$ cat src/rtl/core/dds_pkg.sv
// Shared types and constants of the two-channel wavetable synthesizer.
// No dependencies; used by dds_scale and dual_channel_dds_am_fm.
package dds_pkg;

  // Default sizes
  localparam int WaveDepthDef  = 1024;
  localparam int SweepDepthDef = 512;
  localparam int PhaseWidthDef = 32;

  // Fixed field widths
  localparam int SampleW = 12;
  localparam int StepW   = 32;
  localparam int IndexW  = 10;
  localparam int FlagsW  = 6;
  localparam int CfgIdxW = 3;

  // Output scaling: mid code, 0.65 volume in Q16, full-scale envelope
  localparam int MidCode   = 2048;
  localparam int VolumeQ16 = 42598;
  localparam int EnvFull   = 4095;
  // Bias that lifts the scaled value above zero before the divide by 4095
  localparam int DivOffset = EnvFull * MidCode;
  // floor(2^36 / 4095), good for dividends below 2^24 with one correction
  localparam longint Recip4095 = 64'd16781313;
  localparam int RecipShift = 36;

  // Per-channel flag bit positions
  localparam int FlagEn = 0;
  localparam int FlagAm = 1;
  localparam int FlagFm = 2;

  typedef enum logic [1:0] {
    MODE_TICK     = 2'd0,
    MODE_CARRIER  = 2'd1,
    MODE_ENVELOPE = 2'd2,
    MODE_SWEEP    = 2'd3
  } mode_e;

  typedef enum logic [CfgIdxW-1:0] {
    REG_FLAGS      = 3'd0,
    REG_CH1_CAR    = 3'd1,
    REG_CH1_AM     = 3'd2,
    REG_CH1_FM     = 3'd3,
    REG_CH2_CAR    = 3'd4,
    REG_CH2_AM     = 3'd5,
    REG_CH2_FM     = 3'd6
  } cfg_reg_e;

  typedef enum logic [3:0] {
    ST_IDLE,
    ST_PH_RD,
    ST_TBL_RD,
    ST_CAR_RD,
    ST_MUL,
    ST_P2,
    ST_DIV,
    ST_FIN,
    ST_OUT
  } state_e;

endpackage

$ cat src/rtl/core/dds_scale.sv
// Output scaling pipeline: 2048 + floor((c-2048)*a*42598 / (4095*65536)).
// Three register stages; result valid combinationally after the third. Uses dds_pkg.
module dds_scale import dds_pkg::*; (
  input  logic               clk_i,
  input  logic [SampleW-1:0] carrier_i,
  input  logic [SampleW-1:0] env_i,
  output logic [SampleW-1:0] sample_o
);

  logic signed [12:0] c_s;
  logic signed [12:0] e_s;
  logic signed [25:0] p1_d, p1_q;
  logic signed [42:0] p2;
  logic [24:0]        tp_d, tp_q, tp2_q;
  logic [49:0]        recip_prod;
  logic [13:0]        q0_d, q0_q;
  logic [25:0]        rem;
  logic [13:0]        q_fix;

  // Stage 1: signed carrier times envelope gain
  assign c_s  = $signed({1'b0, carrier_i}) - 13'(MidCode);
  assign e_s  = $signed({1'b0, env_i});
  assign p1_d = 26'(c_s) * 26'(e_s);

  // Stage 2: volume, floor by 2^16, bias so the dividend is positive
  assign p2   = 43'(p1_q) * 43'(VolumeQ16);
  assign tp_d = 25'(p2[42:16] + 27'(DivOffset));

  // Stage 3: quotient estimate by reciprocal, one short at most
  assign recip_prod = 50'(tp_q) * 50'(Recip4095);
  assign q0_d       = recip_prod[49:RecipShift];

  always_ff @(posedge clk_i) begin
    p1_q  <= p1_d;
    tp_q  <= tp_d;
    q0_q  <= q0_d;
    tp2_q <= tp_q;
  end

  // Correction: remainder check; the bias makes the quotient the DAC code
  assign rem      = {1'b0, tp2_q} - (26'(q0_q) << 12) + 26'(q0_q);
  assign q_fix    = (rem >= 26'(EnvFull)) ? q0_q + 14'd1 : q0_q;
  assign sample_o = q_fix[SampleW-1:0];

endmodule

$ cat config.mk
export PLATFORM = sky130hd
export DESIGN_NAME = dds_scale
export DESIGN_NICKNAME = d
export VERILOG_FILES = /design/src/rtl/core/dds_pkg.sv /design/src/rtl/core/dds_scale.sv
export SDC_FILE = /design/constraint.sdc
export NUM_CORES = 1
export LEC_CHECK = 0
export BUFFER_PORTS_ARGS = -buffer_cell sky130_fd_sc_hd__buf_2
export CAP_MARGIN = 5
export CORE_MARGIN = 5
export CORE_UTILIZATION = 45
export DETAILED_ROUTE_END_ITERATION = 8
export PLACE_DENSITY_LB_ADDON = 0.15
export SYNTH_ARGS = -nofsm -noshare
export SYNTH_HDL_FRONTEND = slang
export SYNTH_SLANG_ARGS = --single-unit
$ cat constraint.sdc
create_clock -name clk_i -period 9.12 [get_ports clk_i]
set_input_delay 0.456 -clock clk_i [delete_from_list [all_inputs] [get_ports clk_i]]
set_output_delay 0.456 -clock clk_i [all_outputs]
set_load 0.03 [all_outputs]
# == After elaboration in Yosys (flattened, before gate mapping) ==
# Index checks and enable logic that the tools add are counted.
# word_totals
regBits,90
latchBits,0
mem_bits_rw,0
rom_bits,0
mem_count,0
# op_classes
addsub,5
mul,3
div_mod_pow,0
magnitude_cmp,1
eq_ne,0
n_shift,0
muxes,1
bitwise,0
reduce_logical,0
# ops
operator,count
"multiplier 25 x 25 -> 50 bit, second input constant",1
"multiplier 26 x 16 -> 40 bit, second input constant",1
adder 26 x 14 -> 26 bit,1
"greater-or-equal comparator 26 x 12 -> 1 bit, second input constant",1
multiplier 13 x 13 -> 26 bit,1
subtractor 25 x 26 -> 26 bit,1
"adder 25 x 23 -> 25 bit, second input constant",1
"subtractor 12 x 12 -> 13 bit, second input constant",1
"adder 12 x 1 -> 12 bit, second input constant",1
2-to-1 mux 12 bit,1

# == Depth between registers and ports, before layout ==
# Gate-level depths: netlist of run 1.
# depth
ltp_word,4
mapped_depth,24
ltp_nobuf,23

# == Least setup slack after synthesis of run 1 ==
# Ideal clock, no wire load.
# synth_timing
kind,register to register
startpoint,register p1_q[25]
endpoint,register tp_q[23]
setup_ps,72
arrival_ps,7027
required_time_ps,9048
setup_slack_ps,2021
path_stages_with_launch,25
n_path_buf,3
period_less_slack_ps,7099
cell_sequence,dfxtp_1 clkbuf_1 clkbuf_1 inv_1 fa_1 inv_1 fa_1 fa_1 fa_1 inv_1 fa_1 inv_1 ha_1 clkbuf_8 and2_1 and3_1 nand4_1 o22ai_1 or4_1 o211ai_1 nand2_1 or4b_4 o211a_1 a221oi_2 xor2_1
# synth_between
elab_chain_len,2
# synth_lines
item,line,rtl
from (decl),dds_scale.sv:12,"logic signed [25:0] p1_d, p1_q;"
from (signal assigned),dds_scale.sv:34,p1_q <= p1_d;
multiplier 26 x 16 -> 40 bit,dds_scale.sv:26,assign p2 = 43'(p1_q) * 43'(VolumeQ16);
adder 25 x 23 -> 25 bit,dds_scale.sv:27,assign tp_d = 25'(p2[42:16] + 27'(DivOffset));
net tp_d[23],dds_scale.sv:14,"logic [24:0] tp_d, tp_q, tp2_q;"
to (signal assigned),dds_scale.sv:35,tp_q <= tp_d;
to (decl),dds_scale.sv:14,
# The timed path passes the listed nets, and every way through them passes these cells.

# == Worst setup path after layout of run 1 ==
# layout_timing
startpoint,register p1_q[9]
endpoint,register tp_q[24]
# Same word-level chain as after synthesis.

==> results.json, run 1 <==
{
  "cp_cell_sequence": "ha_1 -> fa_1 -> fa_1 -> inv_1 -> fa_1 -> inv_1 -> fa_1 -> inv_1 -> fa_1 -> inv_1 -> ha_1 -> o21ai_0 -> o211ai_2 -> a31o_1 -> o31a_4 -> a31o_1 -> mux2i_1 -> or4_4 -> nor4_1 -> o221a_2 -> a31oi_1 -> xnor2_1",
  "syn_area_per_cell_um2": 9.124,
  "tritoncts": "yes",
  "place.detailed.hpwl_mm": 38.34,
  "drive_gt1_frac": 0.04647,
  "worstSkewPairLatency_ns": 0.36,
  "num-nets-final": 2817,
  "period_share": 0.7739,
  "drt-wirelength-per-cell_um": 15.70,
  "ctsResizeCount": 0,
  "skew_ns": 0.01338,
  "clock_sinks": 90,
  "drc": 0,
  "syn_nets": 2814,
  "wl_mm": 42.97,
  "number_of_enable_type_register_cells_in_the_synthesized_netlist": 0,
  "maxClockFrequency_mhz": 141.7,
  "timing.critical_path.max_delay_family": "adder cells",
  "gr-total-overflow": 0,
  "portBuffers": 36,
  "slew_viol_final": 0,
  "cp-end-kind": "flip-flop",
  "outcome": "finished clean",
  "tightest_slew_ns": 0.7301,
  "grt_setup_unrepaired": "no",
  "post_route_non_filler_standard_cell_count": 2737,
  "fin_crit_ns": 7.058,
  "timing.hold.worst.class": "flip-flop to flip-flop",
  "critical-path-top-cell-by-count": "sky130_fd_sc_hd__fa_1",
  "postSynth.topFlopCell": "sky130_fd_sc_hd__dfxtp_1",
  "drt_iter0_markers": 669,
  "synth.ff_latch_count": 90,
  "critPathMaxStageDelay_ns": 0.57,
  "dieHeight_um": 218.5,
  "dr_total_vias": 13850,
  "cts_inserted_buffers": 9,
  "synth-warning-count": 0,
  "cts_root_buffer": "sky130_fd_sc_hd__clkbuf_16",
  "antenna_found_initial": 0,
  "detail-route-antenna-nets": 0,
  "design.portCount": 37,
  "worst_ep_required_time_ns": 9.35,
  "critical_path_peak_fanout": 8,
  "num_rows": 76,
  "post_synth_inst_count": 2144,
  "design.core.area_um2": 43080,
  "startpoint_type": "flip-flop",
  "cts.clk_slew.worst_paths_ns": 0.07,
  "synth_async_sr_flop_share": 0,
  "synth.yosys.seq_area_share": 0.09211,
  "critical_path_class": "flip-flop to flip-flop",
  "crit_arrival_ns": 7.29,
  "die_outline_area_um2": 47740,
  "clockBufferDepth": 2,
  "cp_slowest_cell": "sky130_fd_sc_hd__or4_4",
  "detailedRoute.firstPassIterationCount": 5,
  "finalWeightedCongestion": 0.8565,
  "cts_hold_buf": 0,
  "placed_cell_count": 2721,
  "utilization": 0.4775,
  "netlist-cell-type-count": 93,
  "drv_cap": 0,
  "mapped_area_um2": 19560,
  "grt_pass1_wl_mm": 73.32,
  "sum_of_negative_setup_slack_ns": 0,
  "groute.usage.overall": 0.1871,
  "drt-vias-per-instance": 5.061,
  "worst_slew_margin_rel": 0.5087,
  "areaGrowthSynthToFinish_pct": 5.162,
  "die_width_um": 218.5,
  "floorplan.initialDensity": 0.4541,
  "cts_post_setup_buffers_inserted": 0,
  "setup_viol_count_final": 0,
  "cp.buffers_inverters": 4,
  "final_hold_viol_count": 0,
  "antenna_cells_inserted": 0,
  "grt_pass1_vias": 14850,
  "htree_levels": 3,
  "grt_max_degree": 20
}
through the flow:
stage          instance area, µm²  hold slack (ns)  setup slack [ns]
6_report                    20570           0.3611             2.062
3_3_place_gp                20270           0.3422             2.190
4_1_cts                     20570           0.3636             2.028
2_1_floorplan               19560           0.3345             2.021
3_5_place_dp                20270           0.3513             2.061
5_1_grt                     20570           0.3727             1.706
placed cells by master (no fill, tap or decap), types with 5 or more instances in the layout:
cell / synthesis / layout
sky130_fd_sc_hd__buf_2: 1 / 36
sky130_fd_sc_hd__and3_1: 10 / 10
sky130_fd_sc_hd__a211oi_1: 17 / 17
sky130_fd_sc_hd__mux2i_1: 8 / 8
sky130_fd_sc_hd__nand4_1: 14 / 14
sky130_fd_sc_hd__fa_1: 296 / 296
sky130_fd_sc_hd__a31oi_1: 9 / 9
sky130_fd_sc_hd__o21ai_0: 52 / 52
sky130_fd_sc_hd__nand3b_1: 6 / 6
sky130_fd_sc_hd__a21o_1: 35 / 35
sky130_fd_sc_hd__clkbuf_16: 0 / 9
sky130_fd_sc_hd__inv_1: 540 / 540
sky130_fd_sc_hd__nor2_1: 51 / 51
sky130_fd_sc_hd__a2111oi_0: 6 / 6
sky130_fd_sc_hd__ha_1: 349 / 349
sky130_fd_sc_hd__xnor2_1: 77 / 77
sky130_fd_sc_hd__o21bai_1: 8 / 8
sky130_fd_sc_hd__o21a_1: 8 / 8
sky130_fd_sc_hd__a21boi_0: 7 / 7
sky130_fd_sc_hd__nand2_1: 132 / 132
sky130_fd_sc_hd__or3_1: 8 / 8
sky130_fd_sc_hd__a21oi_1: 71 / 71
sky130_fd_sc_hd__nand3_1: 21 / 21
sky130_fd_sc_hd__nand2b_1: 18 / 18
sky130_fd_sc_hd__dfxtp_1: 90 / 90
sky130_fd_sc_hd__or2_2: 7 / 7
sky130_fd_sc_hd__o211ai_1: 13 / 13
sky130_fd_sc_hd__xor2_1: 26 / 26
sky130_fd_sc_hd__nor2b_1: 12 / 12
sky130_fd_sc_hd__nor3_1: 22 / 22
sky130_fd_sc_hd__nor4_1: 9 / 9
sky130_fd_sc_hd__a31o_2: 5 / 5
sky130_fd_sc_hd__and2_1: 79 / 79
logic make-up (layout without fill, tap and decap cells):
logic type / count (synthesis) / after routing / share of synthesized area
fa+ha+maj: 645 / 645 / 0.5262
buf+inv: 586 / 594 / 0.1147
simple gates: 415 / 415 / 0.1107
compound gates: 293 / 293 / 0.1038
xor+xnor: 103 / 103 / 0.04612
flops: 90 / 90 / 0.09211
mux: 12 / 12 / 0.006396
area by class of cell:
type                            instances  area (µm²)
Fill cell                            4222       22510
Inverter                              540        2027
Tap cell                              585       732.0
Clock buffer                            9       225.2
Multi-Input combinational cell       1468       15520
Sequential cell                        90        1802
Timing Repair Buffer                   38       195.2
Clock inverter                          7       73.82
routing by layer:
layer / global-route usage / wire (µm)
met1: 0.2598 / 20220
met5: 0 / 0
met2: 0.3230 / 21010
met3: 0.01815 / 1130
met4: 0.03349 / 601
state kept, by name, indices dropped and copies added (netlist names):
signal / flops
tp_q: 25
tp2_q: 25
q0_q: 14
p1_q: 26
Yosys cell counts (all sizes together), types with 9 or more instances:
master	n	share of area
a211oi	18	0.0072
a21o	38	0.015
a21oi	73	0.019
a31oi	9	0.0029
and2	83	0.027
and3	11	0.0036
clkbuf	40	0.0087
dfxtp	90	0.092
fa	296	0.30
ha	349	0.22
inv	540	0.10
nand2	132	0.025
nand2b	19	0.0062
nand3	21	0.0054
nand4	14	0.0045
nor2	51	0.0098
nor2b	13	0.0043
nor3	23	0.0061
nor4	9	0.0029
o211ai	14	0.0056
o21ai	54	0.014
or3	9	0.0029
xnor2	77	0.034
xor2	26	0.012
final timing paths:
check / from / to / slack [ns] / cells past startpoint
setup / recovery: p1_q[9]$_DFF_P_ / tp_q[24]$_DFF_P_ / 2.06 / 22
hold / removal: tp_q[4]$_DFF_P_ / tp2_q[4]$_DFF_P_ / 0.36 / 0
setup reg to reg: p1_q[9]$_DFF_P_ / tp_q[24]$_DFF_P_ / 2.06 / 22
hold reg to reg: tp_q[4]$_DFF_P_ / tp2_q[4]$_DFF_P_ / 0.36 / 0
worst register-to-register path, cell delays in order, from the launching register on:
cell,delay (ns)
sky130_fd_sc_hd__dfxtp_1,0.52
sky130_fd_sc_hd__ha_1,0.33
sky130_fd_sc_hd__fa_1,0.50
sky130_fd_sc_hd__fa_1,0.51
sky130_fd_sc_hd__inv_1,0.05
sky130_fd_sc_hd__fa_1,0.47
sky130_fd_sc_hd__inv_1,0.05
sky130_fd_sc_hd__fa_1,0.53
sky130_fd_sc_hd__inv_1,0.05
sky130_fd_sc_hd__fa_1,0.53
sky130_fd_sc_hd__inv_1,0.04
sky130_fd_sc_hd__ha_1,0.32
sky130_fd_sc_hd__o21ai_0,0.26
sky130_fd_sc_hd__o211ai_2,0.11
sky130_fd_sc_hd__a31o_1,0.24
sky130_fd_sc_hd__o31a_4,0.39
sky130_fd_sc_hd__a31o_1,0.34
sky130_fd_sc_hd__mux2i_1,0.23
sky130_fd_sc_hd__or4_4,0.57
sky130_fd_sc_hd__nor4_1,0.42
sky130_fd_sc_hd__o221a_2,0.27
sky130_fd_sc_hd__a31oi_1,0.05
sky130_fd_sc_hd__xnor2_1,0.14
Power of run 1 is left out: the tool's default activity adds up to more than one toggle a clock period on the data nets, which glitch-free logic cannot reach.
==> run 2, diff against run 1 <==
--- a/config.mk
+++ b/config.mk
@@ -5,6 +5,7 @@
 export SDC_FILE = /design/constraint.sdc
 export NUM_CORES = 1
 export LEC_CHECK = 0
+export ABC_AREA = 1
 export BUFFER_PORTS_ARGS = -buffer_cell sky130_fd_sc_hd__buf_2
 export CAP_MARGIN = 5
 export CORE_MARGIN = 5
==> constraint.sdc (replaced) <==
create_clock -name clk_i -period 7 [get_ports clk_i]
set_input_delay 0.35 -clock clk_i [delete_from_list [all_inputs] [get_ports clk_i]]
set_output_delay 0.35 -clock clk_i [all_outputs]
set_load 0.03 [all_outputs]
==> run 2 against run 1 <==
  * Maximum frequency increased by 19%
  * Critical path depth increased by 2
  * Flip-flop and latch count unchanged
  * Via count increased by 24%
  * Non-clock buffer count decreased by 1
  * Global-route usage increased by 1.9 points
  * Worst setup slack got worse by 0.98 ns
  * Register-to-register slack got worse by 0.98 ns
  * Die area increased by 8.6%
==> results.json, run 2 <==
{
  "clockBufferDepth": 2,
  "layout_common_cells": "sky130_fd_sc_hd__inv_1, sky130_fd_sc_hd__nand2_1, sky130_fd_sc_hd__ha_1, sky130_fd_sc_hd__fa_1, sky130_fd_sc_hd__nor2_1",
  "drc": 0,
  "maxClockFrequency_mhz": 168.8,
  "worst_slew_margin_rel": 0.5491,
  "outcome": "finished clean",
  "die_width_um": 227.7,
  "antenna_found_initial": 1,
  "tritoncts": "yes",
  "netlist.top_cell.by_area": "sky130_fd_sc_hd__fa_1",
  "design.portCount": 37,
  "design.core.area_um2": 46750,
  "grt_pass1_wl_mm": 88.22,
  "gr-total-overflow": 0,
  "number_of_enable_type_register_cells_in_the_synthesized_netlist": 0,
  "post_route_non_filler_standard_cell_count": 3524,
  "cp-end-kind": "flip-flop",
  "cts_inserted_buffers": 9,
  "cts_root_buffer": "sky130_fd_sc_hd__clkbuf_16",
  "syn_area_per_cell_um2": 7.379,
  "cp_cell_sequence": "inv_1 -> ha_1 -> inv_1 -> ha_1 -> xor2_1 -> fa_1 -> fa_1 -> fa_1 -> inv_1 -> fa_1 -> inv_1 -> ha_1 -> a21oi_1 -> nand2_1 -> nand2_1 -> nand2_1 -> a21oi_1 -> nand3_1 -> nand2_2 -> nand3_2 -> nor2_1 -> nand3_1 -> nand3_1 -> nand2_1",
  "cts_hold_buf": 0,
  "fin_crit_ns": 5.923,
  "cts_post_setup_buffers_inserted": 0,
  "dr_total_vias": 17130,
  "worst_ep_required_time_ns": 7.27,
  "synth_compound_gate_area_share": 0.04569,
  "timing.critical_path.max_delay_family": "adder cells",
  "synth_xor_area_frac": 0.03531,
  "worstSkewPairLatency_ns": 0.37,
  "cp.buffers_inverters": 4,
  "detail-route-antenna-nets": 0,
  "grt_max_degree": 27,
  "synth_top_area_share": 0.2778,
  "num-nets-final": 3582,
  "largest-register": "p1_q",
  "top_regs": "p1_q x26, tp2_q x25, tp_q x25",
  "synth_async_sr_flop_share": 0,
  "netlist-cell-type-count": 39,
  "sum_of_negative_setup_slack_ns": 0,
  "layout.cells.most_common": "sky130_fd_sc_hd__inv_1",
  "critical_path_peak_fanout": 8,
  "place.detailed.hpwl_mm": 47.98,
  "placed_cell_count": 3508,
  "dieHeight_um": 227.7,
  "areaGrowthSynthToFinish_pct": 5.302,
  "critPathMaxStageDelay_ns": 0.55,
  "drive_gt1_frac": 0.02777,
  "detailedRoute.firstPassIterationCount": 5,
  "die_outline_area_um2": 51860,
  "critical_path_class": "flip-flop to flip-flop",
  "placement.cell_area_um2": 22160,
  "finalWeightedCongestion": 0.9433,
  "drt-vias-per-instance": 4.861,
  "postSynth.topFlopCell": "sky130_fd_sc_hd__dfxtp_1",
  "skew_ns": 0.01099,
  "crit_arrival_ns": 6.19,
  "num_rows": 79,
  "setup.reg_to_reg.worst_slack_ns": 1.08,
  "setup_viol_count_final": 0,
  "tightest_slew_ns": 0.6738,
  "synth-warning-count": 0,
  "post_synth_inst_count": 2891,
  "drt_iter0_markers": 785,
  "cp_slowest_cell": "sky130_fd_sc_hd__fa_1",
  "synth_simple_gate_area_frac": 0.2001,
  "yosys.cell_count.top_type": "sky130_fd_sc_hd__inv_1",
  "groute.usage.overall": 0.2061,
  "grt_pass1_vias": 17800,
  "antenna_cells_inserted": 0,
  "largest_family_of_logic_cells_by_synthesized_area": "adder cells",
  "synth_adder_area_share": 0.4825,
  "floorplan.initialDensity": 0.4563,
  "synth.ff_latch_count": 90,
  "muxShareOfSynthArea": 0,
  "grt_setup_unrepaired": "no",
  "wl_mm": 52.90,
  "largest_reg_flops": 26,
  "synth.cells.most_frequent": "sky130_fd_sc_hd__inv_1, sky130_fd_sc_hd__nand2_1, sky130_fd_sc_hd__ha_1",
  "slew_viol_final": 0,
  "mapped_area_um2": 21330,
  "ctsResizeCount": 0,
  "top_cells_by_area_synth": "sky130_fd_sc_hd__fa_1, sky130_fd_sc_hd__ha_1, sky130_fd_sc_hd__inv_1",
  "timing.hold.worst.class": "input port to flip-flop",
  "drv_cap": 0,
  "final_design_area_no_fill_um2": 22460,
  "synth.yosys.seq_area_share": 0.08446,
  "startpoint_type": "flip-flop",
  "portBuffers": 36,
  "syn_nets": 3561,
  "drt-wirelength-per-cell_um": 15.01,
  "htree_levels": 3,
  "final_hold_viol_count": 0,
  "clock_sinks": 90,
  "cts.clk_slew.worst_paths_ns": 0.07,
  "period_share": 0.8461
}
==> run 2: stage by stage <==
stage          setup WS [ns]    util  hold slack [ns]
6_report               1.077  0.4805           0.3259
5_1_grt               0.6281  0.4805           0.3359
4_1_cts                1.064  0.4805           0.3162
3_5_place_dp           1.082  0.4740           0.3545
3_3_place_gp           1.139  0.4740           0.3480
2_1_floorplan          1.301       -           0.3345
==> run 2: cells by family (layout without fill, tap and decap cells) <==
family	Yosys count	count (layout)
compound gates	175	175
xor+xnor	86	86
fa+ha+maj	645	645
buf+inv	859	885
flops	90	90
simple gates	1036	1036
==> run 2: final timing paths <==
| kind | from | end | cells after the start |
|---|---|---|---|
| setup / recovery | p1_q[24]$_DFF_P_ | tp_q[24]$_DFF_P_ | 24 |
| hold / removal | env_i[0] | p1_q[0]$_DFF_P_ | 3 |
| setup reg to reg | p1_q[24]$_DFF_P_ | tp_q[24]$_DFF_P_ | 24 |
| hold reg to reg | tp_q[9]$_DFF_P_ | tp2_q[9]$_DFF_P_ | 0 |
==> run 2: layer usage <==
layer	global-route usage	up-vias	routed length (µm)
met3	0.02311	81	2078
li1	-	8641	-
met1	0.2679	8065	23810
met5	0	-	18
met2	0.3697	341	25770
met4	0.04879	2	1221
==> run 2: worst min-delay path, stage by stage <==
cell                      delay [ns]
sky130_fd_sc_hd__buf_2          0.18
sky130_fd_sc_hd__nand2_1        0.08
sky130_fd_sc_hd__inv_1          0.03
==> run 2: cell type report <==
type / count / area (µm²)
timing repair buffer: 37 / 187.7
fill: 4734 / 24290
sequential: 90 / 1802
multi-input combinational: 1942 / 16290
clock buffer: 9 / 225.2
clock inverter: 7 / 76.32
tap: 607 / 759.5
inverter: 832 / 3123
Power of run 2 is left out for the same reason.
